$ cat src/dgg_pkg.sv
package dgg_pkg;

    // field widths
    localparam int FUNC_W   = 2;
    localparam int COORD_W  = 10;
    localparam int STEP_W   = 2;
    localparam int ORIGIN_W = 10;
    localparam int SIZE_W   = 11;
    localparam int RANGE_W  = 7;
    localparam int GLYPH_W  = 3;
    localparam int CUR_W    = 8;
    localparam int SCR_W    = 12;
    localparam int IDX_W    = 3;
    localparam int CFG_W    = 11;

    // stream packing
    localparam int S_TDATA_W = 32;
    localparam int M_FIELDS_W = GLYPH_W + 2 * CUR_W + 2 * SCR_W;
    localparam int M_TDATA_W  = 48;
    localparam int M_PAD_W    = M_TDATA_W - M_FIELDS_W;

    // diamond geometry
    localparam int HALF_WIDTH  = 4;
    localparam int HALF_HEIGHT = 2;
    localparam int CELL        = 2 * HALF_WIDTH * HALF_HEIGHT;
    localparam int CELL_BITS   = $clog2(CELL);

    // glyph arithmetic width, covers every intermediate value
    localparam int CALC_W = 16;

    // operation codes
    localparam logic [FUNC_W-1:0] FUNC_QUERY = 2'd0;
    localparam logic [FUNC_W-1:0] FUNC_MOVE  = 2'd1;
    localparam logic [FUNC_W-1:0] FUNC_RESET = 2'd2;

    // glyph codes
    localparam logic [GLYPH_W-1:0] GLYPH_BLANK = 3'd0;
    localparam logic [GLYPH_W-1:0] GLYPH_SLASH = 3'd1;
    localparam logic [GLYPH_W-1:0] GLYPH_BSLSH = 3'd2;
    localparam logic [GLYPH_W-1:0] GLYPH_PLUS  = 3'd3;
    localparam logic [GLYPH_W-1:0] GLYPH_FILL  = 3'd4;
    localparam logic [GLYPH_W-1:0] GLYPH_AT    = 3'd5;

    // register indexes
    localparam logic [IDX_W-1:0] REG_ORIGIN_COL  = 3'd0;
    localparam logic [IDX_W-1:0] REG_ORIGIN_ROW  = 3'd1;
    localparam logic [IDX_W-1:0] REG_SCREEN_ROWS = 3'd2;
    localparam logic [IDX_W-1:0] REG_SCREEN_COLS = 3'd3;
    localparam logic [IDX_W-1:0] REG_ROAM_RANGE  = 3'd4;

    // register reset values
    localparam logic [ORIGIN_W-1:0] RST_ORIGIN_COL  = 10'd40;
    localparam logic [ORIGIN_W-1:0] RST_ORIGIN_ROW  = 10'd11;
    localparam logic [SIZE_W-1:0]   RST_SCREEN_ROWS = 11'd24;
    localparam logic [SIZE_W-1:0]   RST_SCREEN_COLS = 11'd80;
    localparam logic [RANGE_W-1:0]  RST_ROAM_RANGE  = 7'd8;

    typedef struct packed {
        logic signed [CUR_W-1:0] row;
        logic signed [CUR_W-1:0] col;
        logic signed [SCR_W-1:0] scr_row;
        logic signed [SCR_W-1:0] scr_col;
    } cursor_t;

endpackage

$ cat src/dgg_cursor.sv
module dgg_cursor (
    input  logic                               aclk,
    input  logic                               aresetn,
    input  logic                               advance,
    input  logic [dgg_pkg::FUNC_W-1:0]         func,
    input  logic signed [dgg_pkg::STEP_W-1:0]  step_row,
    input  logic signed [dgg_pkg::STEP_W-1:0]  step_col,
    input  logic [dgg_pkg::RANGE_W-1:0]        roam_range,
    input  logic [dgg_pkg::ORIGIN_W-1:0]       origin_row,
    input  logic [dgg_pkg::ORIGIN_W-1:0]       origin_col,
    output dgg_pkg::cursor_t                   cursor
);

    localparam int TRY_W = dgg_pkg::CUR_W + 1;

    logic signed [dgg_pkg::CUR_W-1:0] cur_row_reg, cur_row_next;
    logic signed [dgg_pkg::CUR_W-1:0] cur_col_reg, cur_col_next;
    logic signed [TRY_W-1:0]          row_try, col_try, lim;
    logic                             row_ok, col_ok;
    logic signed [TRY_W-1:0]          sum_rc, diff_cr;

    always_comb begin
        lim     = signed'(TRY_W'(roam_range));
        row_try = TRY_W'(cur_row_reg) + TRY_W'(step_row);
        col_try = TRY_W'(cur_col_reg) + TRY_W'(step_col);
        row_ok  = (row_try >= -lim) && (row_try <= lim);
        col_ok  = (col_try >= -lim) && (col_try <= lim);

        unique case (func)
            dgg_pkg::FUNC_MOVE: begin
                cur_row_next = row_ok ? row_try[dgg_pkg::CUR_W-1:0] : cur_row_reg;
                cur_col_next = col_ok ? col_try[dgg_pkg::CUR_W-1:0] : cur_col_reg;
            end
            dgg_pkg::FUNC_RESET: begin
                cur_row_next = '0;
                cur_col_next = '0;
            end
            default: begin
                cur_row_next = cur_row_reg;
                cur_col_next = cur_col_reg;
            end
        endcase

        sum_rc  = TRY_W'(cur_col_next) + TRY_W'(cur_row_next);
        diff_cr = TRY_W'(cur_col_next) - TRY_W'(cur_row_next);

        cursor.row     = cur_row_next;
        cursor.col     = cur_col_next;
        cursor.scr_row = dgg_pkg::SCR_W'(signed'(dgg_pkg::SCR_W'(origin_row))
                         + sum_rc * dgg_pkg::HALF_HEIGHT);
        cursor.scr_col = dgg_pkg::SCR_W'(signed'(dgg_pkg::SCR_W'(origin_col))
                         + diff_cr * dgg_pkg::HALF_WIDTH);
    end

    always_ff @(posedge aclk) begin
        if (!aresetn) begin
            cur_row_reg <= '0;
            cur_col_reg <= '0;
        end else if (advance) begin
            cur_row_reg <= cur_row_next;
            cur_col_reg <= cur_col_next;
        end
    end

endmodule

$ cat src/dgg_glyph.sv
module dgg_glyph (
    input  logic                          is_query,
    input  logic [dgg_pkg::COORD_W-1:0]   screen_row,
    input  logic [dgg_pkg::COORD_W-1:0]   screen_col,
    input  logic [dgg_pkg::ORIGIN_W-1:0]  origin_row,
    input  logic [dgg_pkg::ORIGIN_W-1:0]  origin_col,
    input  logic [dgg_pkg::SIZE_W-1:0]    screen_rows,
    input  logic [dgg_pkg::SIZE_W-1:0]    screen_cols,
    input  dgg_pkg::cursor_t              cursor,
    output logic [dgg_pkg::GLYPH_W-1:0]   glyph
);

    localparam int W = dgg_pkg::CALC_W;

    logic signed [W-1:0] sr, sc, rows, cols, csr, csc;
    logic signed [W-1:0] u, v, cx, rx, cx_off, rx_off, dr, dc;
    logic                col_edge, row_edge, drawable, near, cursor_hit, at_spot;
    logic [dgg_pkg::GLYPH_W-1:0] lat;

    always_comb begin
        sr   = signed'(W'(screen_row));
        sc   = signed'(W'(screen_col));
        rows = signed'(W'(screen_rows));
        cols = signed'(W'(screen_cols));
        csr  = W'(cursor.scr_row);
        csc  = W'(cursor.scr_col);

        u  = sc - signed'(W'(origin_col));
        v  = sr - signed'(W'(origin_row));
        cx = W'(u * dgg_pkg::HALF_HEIGHT + v * dgg_pkg::HALF_WIDTH);
        rx = W'(v * dgg_pkg::HALF_WIDTH - u * dgg_pkg::HALF_HEIGHT);

        // lattice lines fall on whole cell multiples
        col_edge = (cx[dgg_pkg::CELL_BITS-1:0] == '0);
        row_edge = (rx[dgg_pkg::CELL_BITS-1:0] == '0);

        if (col_edge && row_edge) begin
            lat = dgg_pkg::GLYPH_PLUS;
        end else if (col_edge) begin
            lat = dgg_pkg::GLYPH_SLASH;
        end else if (row_edge) begin
            lat = dgg_pkg::GLYPH_BSLSH;
        end else begin
            lat = dgg_pkg::GLYPH_BLANK;
        end

        // cursor diamond, lower and right edges included
        cx_off = cx - W'(cursor.col * dgg_pkg::CELL);
        rx_off = rx - W'(cursor.row * dgg_pkg::CELL);
        cursor_hit = (cx_off > 0) && (cx_off <= dgg_pkg::CELL)
                  && (rx_off > 0) && (rx_off <= dgg_pkg::CELL);

        dr   = sr - csr;
        dc   = sc - csc;
        near = (dr >= -2 * dgg_pkg::HALF_HEIGHT) && (dr <= 2 * dgg_pkg::HALF_HEIGHT)
            && (dc >= -2 * dgg_pkg::HALF_WIDTH) && (dc <= 2 * dgg_pkg::HALF_WIDTH);

        drawable = (sr < rows - 1) && (sc < cols);

        at_spot = (csr >= 0) && (csr < rows - 1) && (csc >= 0) && (csc < cols)
               && (sr == csr + dgg_pkg::HALF_HEIGHT) && (sc == csc) && (sr < rows);

        if (!is_query) begin
            glyph = dgg_pkg::GLYPH_BLANK;
        end else if (at_spot) begin
            glyph = dgg_pkg::GLYPH_AT;
        end else if (!drawable) begin
            glyph = dgg_pkg::GLYPH_BLANK;
        end else if (lat == dgg_pkg::GLYPH_BLANK && near && cursor_hit) begin
            glyph = dgg_pkg::GLYPH_FILL;
        end else begin
            glyph = lat;
        end
    end

endmodule

$ cat src/diamond_grid_glyph_with_cursor.sv
// character generator for a 45 degree rotated square grid with a movable cursor cell.
// each transaction on the s_ side is a query (screen spot to glyph), a cursor move or
// a cursor reset; each gives exactly one transaction on the m_ side carrying the glyph
// and the cursor position after it. one transaction is taken every clock: an input
// register feeds a single pass of glyph and cursor logic into an output register, so a
// result is offered on the m_ side once it has moved from the input register into the
// output register, and s_tready drops only when both registers are full and m_tready
// is low. the cursor state updates as an item leaves the input register, so back-to-back
// moves and queries see each other in order.
// configuration writes on the cfg_ port are always taken and belong only to idle time.
module diamond_grid_glyph_with_cursor (
    input  logic                             aclk,
    input  logic                             aresetn,
    // input stream
    input  logic                             s_tvalid,
    output logic                             s_tready,
    // func[1:0], screen_row[11:2], screen_col[21:12], step_row[23:22], step_col[25:24]
    input  logic [dgg_pkg::S_TDATA_W-1:0]    s_tdata,
    // result stream
    output logic                             m_tvalid,
    input  logic                             m_tready,
    // glyph[2:0], cursor_row[10:3], cursor_col[18:11], cursor_screen_row[30:19],
    // cursor_screen_col[42:31]
    output logic [dgg_pkg::M_TDATA_W-1:0]    m_tdata,
    // configuration writes
    input  logic                             cfg_valid,
    output logic                             cfg_ready,
    input  logic [dgg_pkg::IDX_W-1:0]        cfg_index,
    input  logic [dgg_pkg::CFG_W-1:0]        cfg_data
);

    // configuration registers
    logic [dgg_pkg::ORIGIN_W-1:0] origin_col_reg, origin_row_reg;
    logic [dgg_pkg::SIZE_W-1:0]   screen_rows_reg, screen_cols_reg;
    logic [dgg_pkg::RANGE_W-1:0]  roam_range_reg;

    // input register
    logic                               in_valid_reg;
    logic [dgg_pkg::FUNC_W-1:0]         in_func_reg;
    logic [dgg_pkg::COORD_W-1:0]        in_row_reg, in_col_reg;
    logic signed [dgg_pkg::STEP_W-1:0]  in_step_row_reg, in_step_col_reg;

    // output register
    logic                               out_valid_reg;
    logic [dgg_pkg::GLYPH_W-1:0]        out_glyph_reg;
    dgg_pkg::cursor_t                   out_cursor_reg;

    logic                               out_free, advance;
    dgg_pkg::cursor_t                   cursor;
    logic [dgg_pkg::GLYPH_W-1:0]        glyph;

    // config port never stalls
    assign cfg_ready = 1'b1;

    always_ff @(posedge aclk) begin
        if (!aresetn) begin
            origin_col_reg  <= dgg_pkg::RST_ORIGIN_COL;
            origin_row_reg  <= dgg_pkg::RST_ORIGIN_ROW;
            screen_rows_reg <= dgg_pkg::RST_SCREEN_ROWS;
            screen_cols_reg <= dgg_pkg::RST_SCREEN_COLS;
            roam_range_reg  <= dgg_pkg::RST_ROAM_RANGE;
        end else if (cfg_valid) begin
            unique case (cfg_index)
                dgg_pkg::REG_ORIGIN_COL:  origin_col_reg  <= cfg_data[dgg_pkg::ORIGIN_W-1:0];
                dgg_pkg::REG_ORIGIN_ROW:  origin_row_reg  <= cfg_data[dgg_pkg::ORIGIN_W-1:0];
                dgg_pkg::REG_SCREEN_ROWS: screen_rows_reg <= cfg_data;
                dgg_pkg::REG_SCREEN_COLS: screen_cols_reg <= cfg_data;
                dgg_pkg::REG_ROAM_RANGE:  roam_range_reg  <= cfg_data[dgg_pkg::RANGE_W-1:0];
                default: ; // unmapped index, write dropped
            endcase
        end
    end

    // pipeline flow: output slot frees when empty or being taken
    assign out_free = !out_valid_reg || m_tready;
    assign advance  = in_valid_reg && out_free;
    assign s_tready = !in_valid_reg || out_free;

    always_ff @(posedge aclk) begin
        if (!aresetn) begin
            in_valid_reg <= 1'b0;
        end else if (s_tready) begin
            in_valid_reg <= s_tvalid;
        end
    end

    // input payload, unpacked from the lowest bit up
    always_ff @(posedge aclk) begin
        if (s_tvalid && s_tready) begin
            in_func_reg     <= s_tdata[1:0];
            in_row_reg      <= s_tdata[11:2];
            in_col_reg      <= s_tdata[21:12];
            in_step_row_reg <= s_tdata[23:22];
            in_step_col_reg <= s_tdata[25:24];
        end
    end

    // cursor state and its screen position
    dgg_cursor u_cursor (
        .aclk       (aclk),
        .aresetn    (aresetn),
        .advance    (advance),
        .func       (in_func_reg),
        .step_row   (in_step_row_reg),
        .step_col   (in_step_col_reg),
        .roam_range (roam_range_reg),
        .origin_row (origin_row_reg),
        .origin_col (origin_col_reg),
        .cursor     (cursor)
    );

    // glyph lookup against the post-item cursor
    dgg_glyph u_glyph (
        .is_query    (in_func_reg == dgg_pkg::FUNC_QUERY),
        .screen_row  (in_row_reg),
        .screen_col  (in_col_reg),
        .origin_row  (origin_row_reg),
        .origin_col  (origin_col_reg),
        .screen_rows (screen_rows_reg),
        .screen_cols (screen_cols_reg),
        .cursor      (cursor),
        .glyph       (glyph)
    );

    always_ff @(posedge aclk) begin
        if (!aresetn) begin
            out_valid_reg <= 1'b0;
        end else if (out_free) begin
            out_valid_reg <= in_valid_reg;
        end
    end

    // result payload, held while stalled
    always_ff @(posedge aclk) begin
        if (advance) begin
            out_glyph_reg  <= glyph;
            out_cursor_reg <= cursor;
        end
    end

    assign m_tvalid = out_valid_reg;
    assign m_tdata  = {{dgg_pkg::M_PAD_W{1'b0}},
                       out_cursor_reg.scr_col,
                       out_cursor_reg.scr_row,
                       out_cursor_reg.col,
                       out_cursor_reg.row,
                       out_glyph_reg};

endmodule

$ cat config.mk
export PLATFORM = sky130hd
export DESIGN_NAME = diamond_grid_glyph_with_cursor
export DESIGN_NICKNAME = d
export VERILOG_FILES = /design/src/dgg_pkg.sv /design/src/dgg_cursor.sv /design/src/dgg_glyph.sv /design/src/diamond_grid_glyph_with_cursor.sv
export SDC_FILE = /design/constraint.sdc
export NUM_CORES = 1
export LEC_CHECK = 0
export BUFFER_PORTS_ARGS = -buffer_cell sky130_fd_sc_hd__clkbuf_2
export CORE_MARGIN = 2
export CORE_UTILIZATION = 30
export DETAILED_ROUTE_END_ITERATION = 12
export GPL_ROUTABILITY_DRIVEN = 1
export GPL_TIMING_DRIVEN = 0
export HOLD_SLACK_MARGIN = 0.15
export PLACE_DENSITY = 0.56
export SYNTH_ARGS = -nofsm -noshare
export SYNTH_HDL_FRONTEND = slang
export SYNTH_SLANG_ARGS = --single-unit
$ cat constraint.sdc
create_clock -name aclk -period 14.9 [get_ports aclk]
set_input_delay 0.745 -clock aclk [delete_from_list [all_inputs] [get_ports aclk]]
set_output_delay 0.745 -clock aclk [all_outputs]
set_load 0.01 [all_outputs]
### Word level (Yosys, flattened, before mapping)

Index checks and enable logic that the tools add are counted.
Widths: inputs -> output; s select.

| storage, ports and cells | value |
|---|---|
| flip-flop bits (word level) | 136 |
| output and inout bits | 51 |

| operators by class | value |
|---|---|
| add/sub/neg operators | 17 |
| $lt $le $gt $ge | 19 |
| equal/unequal tests | 8 |
| muxes and demuxes | 10 |
| bitwise operators | 2 |
| reductions and logical operators | 35 |

Operator list:

| cell | number |
|---|---|
| $eq 11x32->1 | 1 |
| $gt 16x1->1 const B | 2 |
| $le 16x6->1 const B | 2 |
| $pmux 8 s2 | 2 |
| $sub 16x12->16 | 2 |
| $sub 11x12->13 | 2 |
| $ge 12x1->1 const B | 2 |
| $lt 12x12->1 | 2 |
| $lt 10x11->1 | 2 |
| $sub 10x10->11 | 2 |
| $logic_and 1x1->1 | 20 |
| $add 8x2->9 | 2 |
| $ge 9x9->1 | 2 |
| $le 9x8->1 | 2 |
| $add 16x16->16 | 1 |
| $mux 8 | 2 |
| $sub 16x16->16 | 1 |
| $mux 3 | 5 |
| $add 12x3->13 const B | 1 |
| $ge 13x3->1 const B | 1 |
| $ge 13x4->1 const B | 1 |
| $le 13x4->1 const B | 1 |
| $le 13x5->1 const B | 1 |
| $add 11x10->12 | 1 |
| 21 further kinds | 31 |

### Longest topological paths before layout

| depth | value |
|---|---|
| word-level depth | 17 |
| gate-level depth with buffers | 46 |

### Cells and area by module

From an unflattened synthesis, not the netlist that was laid out.

| unflattened totals | value |
|---|---|
| cells, all modules | 1,558 |
| area, all modules | 13,608.1 µm² |

Modules (own cells, without submodules):

| module | instances | cells an instance | area each (µm²) |
|---|---|---|---|
| dgg_glyph | 1 | 784 | 5,567.8 |
| diamond_grid_glyph_with_cursor | 1 | 271 | 4,111.4 |
| dgg_cursor | 1 | 503 | 3,928.8 |

### Least setup slack after synthesis

No wires, ideal clock.

| timing path | value |
|---|---|
| path type | reg2reg |
| start point | reg in_step_col_reg[0] (netlist bit) |
| end point | reg out_glyph_reg[2] (netlist bit), data pin |
| arrival | 8.569 ns |
| data required time | 14.720 ns |
| setup slack | 6.151 ns |
| stages on the path, launching flop included | 39 |
| buffers on the path | 1 |
| path through | edfxtp_1 -> ha_1 -> fa_1 -> nand3_1 -> nand2_1 -> a21o_1 -> a21oi_1 -> xnor2_1 -> ha_1 -> and3_1 -> a221oi_1 -> o21ai_4 -> and3_1 -> maj3_1 -> o21a_1 -> buf_6 -> a22oi_1 -> inv_1 -> [3 not listed] -> a211oi_1 -> nand3_2 -> xor2_1 -> ha_1 -> xor2_1 -> ha_1 -> a21oi_1 -> a21oi_1 -> a311oi_1 -> o211a_1 -> o31ai_2 -> xnor2_1 -> o31a_1 -> and3_2 -> a221oi_1 -> o221a_1 -> nand4_1 -> o41ai_2 |

RTL lines:

| item | RTL line | text |
|---|---|---|
| from (decl) | diamond_grid_glyph_with_cursor.sv:41 | `logic signed [dgg_pkg::STEP_W-1:0] in_step_row_reg, in_step_col_reg;` |
| from (signal assigned) | diamond_grid_glyph_with_cursor.sv:94 | `in_step_col_reg <= s_tdata[25:24];` |
| to (signal assigned) | diamond_grid_glyph_with_cursor.sv:136 | `out_glyph_reg <= glyph;` |
| to (decl) | diamond_grid_glyph_with_cursor.sv:45 | `logic [dgg_pkg::GLYPH_W-1:0] out_glyph_reg;` |

==> impl_metrics.toml <==
[status]
status = "finished, final reports clean"

[sta]
fin_crit_sh_pct = 72.9
fin_worst_skew_ps = 14.9
slew_violations = 0
setup_ws_ps = 4040
grt_setup_unrepaired = "false"
hold_violations = 0
finalSetupViolations = 0
worst_pin_slew_ps = 1030
relSlewSlack_pct = 31.1
fmax_mhz = 92.1
period_minus_slack_ps = 10860
fin_tns_setup_ps = 0

[setup_path]
critPathMaxStageDelay_ps = 590
path_buf_inv = 2
endpoint = "out_glyph_reg[2]"
crit_path_start = "in_step_col_reg[1]"
cp_max_fo = 9
crit_cells = 37
slowest_stage = "xor2_1"
criticalPathCategory = "reg -> reg"
end_kind = "flop"
r2r_cells = 37
rr_startpoint = "in_step_col_reg[1]"
reg2reg_to = "out_glyph_reg[2]"
r2r_slack_ps = 4040
cp.required_ps = 15180
arrival_ps = 11140
startpoint_type = "flop"
critPathTopFamily = "compound AO/OA/AOI/OAI gates"

[logic_synthesis]
yosysSeqAreaShare_pct = 25.4
synth_edf_count = 69
syn-cell-area_um2 = 13400
synth_cell_type_count = 96
synth_top_area_share_pct = 19.0
yosysWarnings = 0
ys_ff_latch = 136
synthArstFlopShare_pct = 0
ys_top_cells_by_area = "ha_1, edfxtp_1, dfxtp_1"
synth_ff_type = "edfxtp_1"
yosysTopAreaCell = "ha_1"
syn_inst = 1543
avgSynthCellArea_um2 = 8.69

[run]
maxCapViolCount = 0

[global_route]
grt_use_total_pct = 17.0
grt_util_met3_pct = 3.21
grt_pass1_wl_mm = 61.2
grt_pass1_vias = 11200
use_met1_pct = 23.2
top_usage_layer = "met2"
grt_max_degree = 53
antenna_found_initial = 1
use_met2_pct = 26.6
grt-ovfl-total = 0

[hold_path]
min_path_type = "in -> reg"
worstHoldPathCells = 1

[drt]
drt-initial-drc-count = 747
vias = 11500
viasPerCell = 5.08
routed_wl_mm = 39.4
first_pass_iters = 5
detail_route.wl_per_cell_um = 17.4
drc = 0
ant_nets = 0

[power]
p_per_area_nw_per_um2 = 129
ir_drop_v = 0.000102
p_leak_nw = 6.78

[final_layout]
fin_nets = 1920
syn_to_final_growth_pct = 13.3
final_common_cell = "ha_1"
design_area_um2 = 15200
drive_gt1_share_pct = 10.8
largest_register_ffs = 40
final.fill_count = 4608
mostFrequentLayoutCells = "ha_1, inv_1, nand2_1, a21oi_1, clkbuf_2"

[placed_design]
place_area_um2 = 14600
gp_congestion = 0.931
io_buffers = 87
hpwl_mm = 32.4
dp_slack_ps = 4150

[clock_network]
clock_path_buffers = 2
clk_latency_ps = 470
cts_buffers = 17
ctsResizeCount = 0
cts_setup_buffers = 0
clock-sinks = 136
cts_hold_buf = 0
cts_tree = "yes"
cts_root_buffer = "clkbuf_16"
htree_levels = 4
clk_pin_slew_ps = 70

[floorplanning]
die_area_um2 = 46400
rows = 77
start_util_pct = 30.3
die_w_um = 215
die_h_um = 215
core-area_um2 = 44200
io_pins = 102
cells by family after synthesis:
group / share of synthesized area [%]
buf+inv: 5.72
fa+ha+maj: 21.2
flops: 25.4
xor+xnor: 8.50
compound gates: 22.8
mux: 0.821
simple gates: 15.5
other cells: 0.0560
worst min path at each step:
stage                         from             endpoint  slack [ps]
6_report                s_tdata[7]        in_row_reg[5]         450
5_1_grt                 s_tdata[8]        in_row_reg[6]         440
4_1_cts                 s_tdata[3]        in_row_reg[1]         430
3_5_place_dp    screen_cols_reg[5]   screen_cols_reg[5]         460
3_3_place_gp    screen_cols_reg[9]   screen_cols_reg[9]         450
2_1_floorplan  screen_cols_reg[10]  screen_cols_reg[10]         440
power breakdown:
group,internal (mW),switching [mW],leakage [nW]
logic,0.443,0.649,5.29
registers,0.425,0.0165,1.21
clock network,0.238,0.191,0.277
total,1.11,0.857,6.78
synthesized netlist by cell type (all sizes together) (21+ instances only):
cell type,count
nor2b,21
nor2,80
o21bai,21
o21ai,47
nand3,27
nor3,28
dfxtp,67
o21a,23
xor2,42
a21boi,44
nand2b,29
a21oi,102
clkbuf,26
nand2,155
inv,156
edfxtp,69
a21o,51
xnor2,86
ha,204
layer usage:
metal | up-vias | share of wire, %
met4 | 0 | 2.7
met1 | 5382 | 48
met5 | - | 0
li1 | 5750 | -
met2 | 311 | 44
met3 | 47 | 5.1
cell type report:
type	count	area (um^2)	share of cell area (%)
multi-input cells	1218	9250	60.9
flip-flops and latches	136	3410	22.5
well taps	592	741	4.87
inverters	156	586	3.85
clock buffers	19	443	2.92
repair buffers	87	435	2.87
plain buffers	37	185	1.22
clock inverters	13	133	0.873
diodes	3	7.51	0.0494
stage by stage:
step	util [%]	std cells	power, mW	hold WS, ps
global route	34.3	2258	2.11	437
floorplan	-	1547	1.26	443
global placement	33.0	2226	1.51	451
detailed placement	33.0	2226	1.53	458
finish	34.4	2261	1.96	449
CTS	34.3	2258	1.97	429
Power figures use the tool's default switching activity.
